===== src/hdl/greedy_tile_rect_merge_defines.svh =====
// ----------------------------------------------------------------------------
// Greedy tile rectangle merge: assertion macros
// Shared property macros for the concurrent checks of the merge block.
// ----------------------------------------------------------------------------
`ifndef GREEDY_TILE_RECT_MERGE_DEFINES_SVH
`define GREEDY_TILE_RECT_MERGE_DEFINES_SVH

// Same-cycle implication, checked outside reset.
`define GTRM_ASSERT_IMPLY(label, ante, cons, msg) \
    label: assert property (@(posedge clk) disable iff (!rst_n) (ante) |-> (cons)) \
        else $error(msg);

// Next-cycle implication, checked outside reset.
`define GTRM_ASSERT_NEXT(label, ante, cons, msg) \
    label: assert property (@(posedge clk) disable iff (!rst_n) (ante) |=> (cons)) \
        else $error(msg);

`endif


===== src/hdl/gtrm_pkg.sv =====
// ----------------------------------------------------------------------------
// Greedy tile rectangle merge: shared package
// Grid defaults, field widths and the controller-to-datapath interface types.
// ----------------------------------------------------------------------------
`timescale 1ns / 1ps
`default_nettype none

package gtrm_pkg;

    // Default grid size.
    localparam int GRID_WIDTH_DEF  = 8;
    localparam int GRID_HEIGHT_DEF = 8;

    // Fixed field widths.
    localparam int TYPE_W  = 8;
    localparam int COORD_W = 3;
    localparam int EXT_W   = 4;

    // Datapath operations issued by the controller.
    typedef enum logic [3:0] {
        OP_NONE,
        OP_LOAD,
        OP_PROBE_SCAN,
        OP_PROBE_RUN,
        OP_PROBE_DOWN,
        OP_TAKE_START,
        OP_RUN_GROW,
        OP_DOWN_STEP,
        OP_DOWN_GROW,
        OP_ADVANCE,
        OP_PUSH,
        OP_FLUSH
    } dp_op_t;

    // Status returned by the datapath.
    typedef struct packed {
        logic start_ok;
        logic take_ok;
        logic run_room;
        logic down_room;
        logic row_done;
        logic scan_last;
        logic pend_valid;
        logic out_free;
    } dp_status_t;

endpackage

`default_nettype wire


===== src/hdl/gtrm_ctrl.sv =====
// ----------------------------------------------------------------------------
// Greedy tile rectangle merge: controller
// Sequences tile loading, the raster scan, run and row extension, and output.
// ----------------------------------------------------------------------------
`timescale 1ns / 1ps
`default_nettype none

module gtrm_ctrl (
    input  wire logic                clk,
    input  wire logic                rst_n,
    input  wire logic                in_valid,
    input  wire logic                last_tile,
    output logic                     in_ready,
    input  wire gtrm_pkg::dp_status_t status,
    output gtrm_pkg::dp_op_t         op
);

    typedef enum logic [3:0] {
        ST_LOAD,
        ST_SCAN_RD,
        ST_SCAN_CHK,
        ST_RUN_RD,
        ST_RUN_CHK,
        ST_DOWN_RD,
        ST_DOWN_CHK,
        ST_EMIT,
        ST_FLUSH
    } state_t;

    state_t state_reg;
    state_t state_next;
    logic   in_ready_reg;

    assign in_ready = in_ready_reg;

    // Next state and datapath operation.
    always_comb
    begin
        state_next = state_reg;
        op         = gtrm_pkg::OP_NONE;
        case (state_reg)
            ST_LOAD:
            begin
                if (in_valid)
                begin
                    op = gtrm_pkg::OP_LOAD;
                    if (last_tile)
                    begin
                        state_next = ST_SCAN_RD;
                    end
                end
            end
            ST_SCAN_RD:
            begin
                op         = gtrm_pkg::OP_PROBE_SCAN;
                state_next = ST_SCAN_CHK;
            end
            ST_SCAN_CHK:
            begin
                if (status.start_ok)
                begin
                    op         = gtrm_pkg::OP_TAKE_START;
                    state_next = ST_RUN_RD;
                end
                else if (status.scan_last)
                begin
                    state_next = ST_FLUSH;
                end
                else
                begin
                    op         = gtrm_pkg::OP_ADVANCE;
                    state_next = ST_SCAN_RD;
                end
            end
            ST_RUN_RD:
            begin
                if (status.run_room)
                begin
                    op         = gtrm_pkg::OP_PROBE_RUN;
                    state_next = ST_RUN_CHK;
                end
                else
                begin
                    state_next = ST_DOWN_RD;
                end
            end
            ST_RUN_CHK:
            begin
                if (status.take_ok)
                begin
                    op         = gtrm_pkg::OP_RUN_GROW;
                    state_next = ST_RUN_RD;
                end
                else
                begin
                    state_next = ST_DOWN_RD;
                end
            end
            ST_DOWN_RD:
            begin
                if (status.down_room)
                begin
                    op         = gtrm_pkg::OP_PROBE_DOWN;
                    state_next = ST_DOWN_CHK;
                end
                else
                begin
                    state_next = ST_EMIT;
                end
            end
            ST_DOWN_CHK:
            begin
                if (status.take_ok)
                begin
                    op         = status.row_done ? gtrm_pkg::OP_DOWN_GROW
                                                 : gtrm_pkg::OP_DOWN_STEP;
                    state_next = ST_DOWN_RD;
                end
                else
                begin
                    state_next = ST_EMIT;
                end
            end
            ST_EMIT:
            begin
                // The held rectangle moves out only when the output is free.
                if (!status.pend_valid || status.out_free)
                begin
                    op         = gtrm_pkg::OP_PUSH;
                    state_next = status.scan_last ? ST_FLUSH : ST_SCAN_RD;
                end
            end
            ST_FLUSH:
            begin
                if (status.out_free)
                begin
                    op         = gtrm_pkg::OP_FLUSH;
                    state_next = ST_LOAD;
                end
            end
            default:
            begin
                state_next = ST_LOAD;
            end
        endcase
    end

    // State and registered ready.
    always_ff @(posedge clk or negedge rst_n)
    begin
        if (!rst_n)
        begin
            state_reg    <= ST_LOAD;
            in_ready_reg <= 1'b1;
        end
        else
        begin
            state_reg    <= state_next;
            in_ready_reg <= (state_next == ST_LOAD);
        end
    end

endmodule

`default_nettype wire


===== config.mk =====
export PLATFORM = sky130hd
export DESIGN_NAME = gtrm_ctrl
export DESIGN_NICKNAME = d
export VERILOG_FILES = /design/src/hdl/greedy_tile_rect_merge_defines.svh /design/src/hdl/gtrm_pkg.sv /design/src/hdl/gtrm_ctrl.sv
export SDC_FILE = /design/constraint.sdc
export NUM_CORES = 1
export LEC_CHECK = 0
export BUFFER_PORTS_ARGS = -buffer_cell sky130_fd_sc_hd__buf_4
export CAP_MARGIN = 30
export CORE_AREA = 5 5 42 44
export DETAILED_ROUTE_END_ITERATION = 10
export DIE_AREA = 0 0 47 49
export HOLD_SLACK_MARGIN = 0.05
export PLACE_DENSITY = 0.58
export SLEW_MARGIN = 20
export SYNTH_ARGS = -nofsm -noshare
export SYNTH_HDL_FRONTEND = slang
export SYNTH_SLANG_ARGS = --single-unit
export TNS_END_PERCENT = 1

===== constraint.sdc =====
create_clock -name clk -period 1.87 [get_ports clk]
set_input_delay 0.374 -clock clk [delete_from_list [all_inputs] [get_ports clk]]
set_output_delay 0.374 -clock clk [all_outputs]
set_load 0.005 [all_outputs]

-- Yosys cells after proc, flatten, opt, wreduce, memory -nomap -nowiden
Index checks and enable logic that the tools add are counted.
- register bits: 5
- output and inout port bits: 5
- word-level logic and storage cells: 36
- equality and inequality tests: 8
- mux-type cells: 22
- reduce and logical (&&, ||, !) cells: 4
- operator list (cell ; count):
    $pmux 4 s9 ; 2
    $mux 4 ; 12
    $eq 4x3->1 const B ; 4
    $mux 3 ; 3
    $eq 4x2->1 const B ; 2
    $logic_not 4->1 ; 2
    $eq 4x1->1 const B ; 1
    $eq 4x4->1 const B ; 1
    $mux 2 ; 2
    $mux 1 ; 3
    $logic_not 1->1 ; 1
    $logic_or 1x1->1 ; 1

-- Depth between registers and ports, before layout
- depth after elaboration: 5
- mapped depth: 6
- mapped depth without buffers: 5

-- Worst setup path after synthesis
OpenSTA, ideal clock, no wires.
- kind: register to output
- start point: register state_reg[2]
- end point: output port op[1]
- arrival time: 1.184 ns
- data required time: 1.496 ns
- setup slack: 0.312 ns
- cell stages (with the launch flop): 5
- cell sequence: dfrtp_1 > buf_6 > or3_1 > o32a_1 > o311ai_0
- longest elaborated chain between the ends: 2
- RTL lines (element ; line ; RTL):
    from (decl) ; gtrm_ctrl.sv:30 ; state_t state_reg;
    from (signal assigned) ; gtrm_ctrl.sv:158 ; state_reg <= state_next;
    $eq 4x4->1, or another cell as far along ; gtrm_ctrl.sv:41 ; case (state_reg)
    $pmux 4 s9 (*) ; gtrm_ctrl.sv:41 ;
    to (decl) ; gtrm_ctrl.sv:15 ; output gtrm_pkg::dp_op_t op
Mark *: on every way between the ends. The rest lies on a longest branch, timed or not.

-- Final worst setup path
- start point: register state_reg[1]
- end point: output port op[3]
The elaborated chain is that of the path after synthesis.

==> results.cfg <==
[worst_setup_path]
slowest_stage = dfrtp_1
path_cells = or3_4 -> o32a_1 -> o311ai_1 -> buf_4
path_delay_family = flip-flops
critPathBufInv = 1
end_kind = output pin
start_kind = register
critical_path.max_stage_delay_ps = 430
crit_arrival_ps = 1540
reg2reg_depth = 5
path_class = reg -> out
reg2reg_to = in_ready
crit_required_ps = 1500
cp_max_fo = 4
rr_startpoint = state_reg[2]
reg2reg_slack_ps = 280

[floorplan]
dieWidth_um = 47
fp-row-count = 14
io_pins = 17
initial_utilization_pct = 34.6
core_area_sq_um = 1400
dieArea_sq_um = 2300
fp.dieH_um = 49

[layout]
antennaDiodeCount = 0
largest_reg_flops = 4
nets = 102
layout-drive-gt1-share_pct = 56.2
final_util_pct = 56.0
syn_to_final_growth_pct = 62.0

[sta]
rsz0062_at_grt = yes
slew_violations = 0
clock_skew_ps = 1.30
fmax_mhz = 522
hold_violations = 0
setup_viol = 3
worstMarginPinSlew_ps = 386
finalCritPeriodShare_pct = 102
fin_crit_ps = 1910
worst_slew_margin_rel_pct = 74.0
fin_ws_ps = -44.0

[clocking]
cts_sinks = 5
clock-root-buffer = clkbuf_4
cts-htree-levels = 1
tritoncts = done
clkLatencyLatePin_ps = 240
cts_buffer_depth = 2
cts_buffers = 3
clk_pin_slew_ps = 40

[synth]
yosys_warnings = 0
postSynthCellCount = 59
synthFlopType = dfrtp_1
ys_seq_elements = 5
yosysSeqAreaShare_pct = 26.1
syn_area_sq_um = 484
synth_cell_type_count = 32
synth_async_sr_flop_share_pct = 100
syn-num-nets = 71
avgSynthCellArea_sq_um = 8.21
synth_edf_count = 0

[drt]
drt_iter0_markers = 22
via_count = 596
viasPerCell = 5.68
antenna_left = 0
dr.pass1.iters = 4
drc_errors = 0
wire_per_inst_um = 14.4
wirelength_mm = 1.51

[place]
hpwl_mm = 1.10
portBuffers = 16
place_congestion = 0.782
dp_slack_ps = 85.6

[worst_hold_path]
holdPathStages = 2
hold_end = state_reg[2]
worstHoldStart = status[6]
hp-class = in -> reg

[power]
irDropWorstVdd_mv = 0.698
power_leakage_uw = 0.000328
power_density_nw_per_um2 = 1390

[global_route]
gr-total-overflow = 0
grt_pass1_vias = 584
gr-usage-all-layers_pct = 14.7
antenna_found_initial = 0
grt_pass1_wl_mm = 2.45
grt_max_degree = 9

[status]
status = finished, violations left
violations = setup timing

[flow_run]
drv_cap = 0
==> per-layer routing <==
metal  track usage (%)  wire [um]
met1              17.0        598
met2              22.9        825
met3              2.95         61
met4              10.6         26
met5                 0          0
==> worst register-to-register path: stages (launching register included) <==
cell,delay [ps]
dfrtp_2,440
buf_4,150
or2b_1,200
nor3_1,80
or3_4,380
nor4_2,250
==> cells in the mapped netlist, drive strengths merged, types with 2 or more instances <==
cell    instances  share of area, %
nand3b          2               3.1
nor2b           4               5.2
or3             2               3.6
nand2b          3               3.9
a21oi           3               3.1
nor2            6               4.7
o311ai          2               3.6
nor3            3               3.1
nand3           3               3.1
nand2           7               5.9
dfrtp           4                21
buf             4               7.2
==> worst max path at each step <==
stage	start	end	slack, ps	cells past startpoint
2_1_floorplan	state_reg[2]	op[1]	310	4
3_3_place_gp	state_reg[2]	op[1]	60	4
3_5_place_dp	state_reg[2]	op[1]	90	4
4_1_cts	state_reg[2]	op[1]	-30	4
5_1_grt	state_reg[2]	op[1]	-70	5
6_report	state_reg[1]	op[3]	-40	4
==> cells by family (layout without fill, tap and decap cells) <==
group / Yosys count / count (layout) / synth area share [%]
AOI/OAI and AO/OA: 15 / 15 / 24.3
buffers and inverters: 4 / 34 / 7.23
DFF: 5 / 5 / 26.1
muxes: 2 / 2 / 4.39
and+or+nand+nor: 33 / 33 / 38.0
==> stage by stage <==
stage	cell area, sq um	hold WS, ps	setup TNS, ps	power [uW]	std cells
6_report	785	393	-69.7	1090	105
5_1_grt	785	409	-239	1170	105
4_1_cts	743	376	-64.8	1030	105
3_5_place_dp	657	178	0	810	96
3_3_place_gp	657	177	0	819	96
2_1_floorplan	484	78.4	0	593	59
==> power breakdown <==
group | switching, uW | internal [uW]
sequential | 77.2 | 167
combinational | 311 | 413
clock | 38.5 | 80.3
==> repair_timing <==
action,CTS,global route
endpoints found under the hold margin,4,0
hold buffers,1,0
pin swaps,2,4
endpoints found under the setup margin,4,4
buffers inserted,4,0
resized for setup,9,9
==> placed cells by master, fill, tap and decap left out, drive strengths merged, types with 3 or more instances in the layout <==
cell type  netlist  final
buf              4     29
nand2            7      7
nor2             6      6
clkbuf           0      4
dfrtp            4      4
nor2b            4      4
nand2b           3      3
a21oi            3      3
nor3             3      3
nand3            3      3
==> area by class of cell <==
type / count / area [sq um]
fill: 132 / 617
multi-input combinational: 50 / 377
clock buffer: 4 / 26.3
timing repair buffer: 30 / 231
sequential: 5 / 130
tap: 16 / 20.0
No activity file was read; power rests on OpenSTA's default activity.
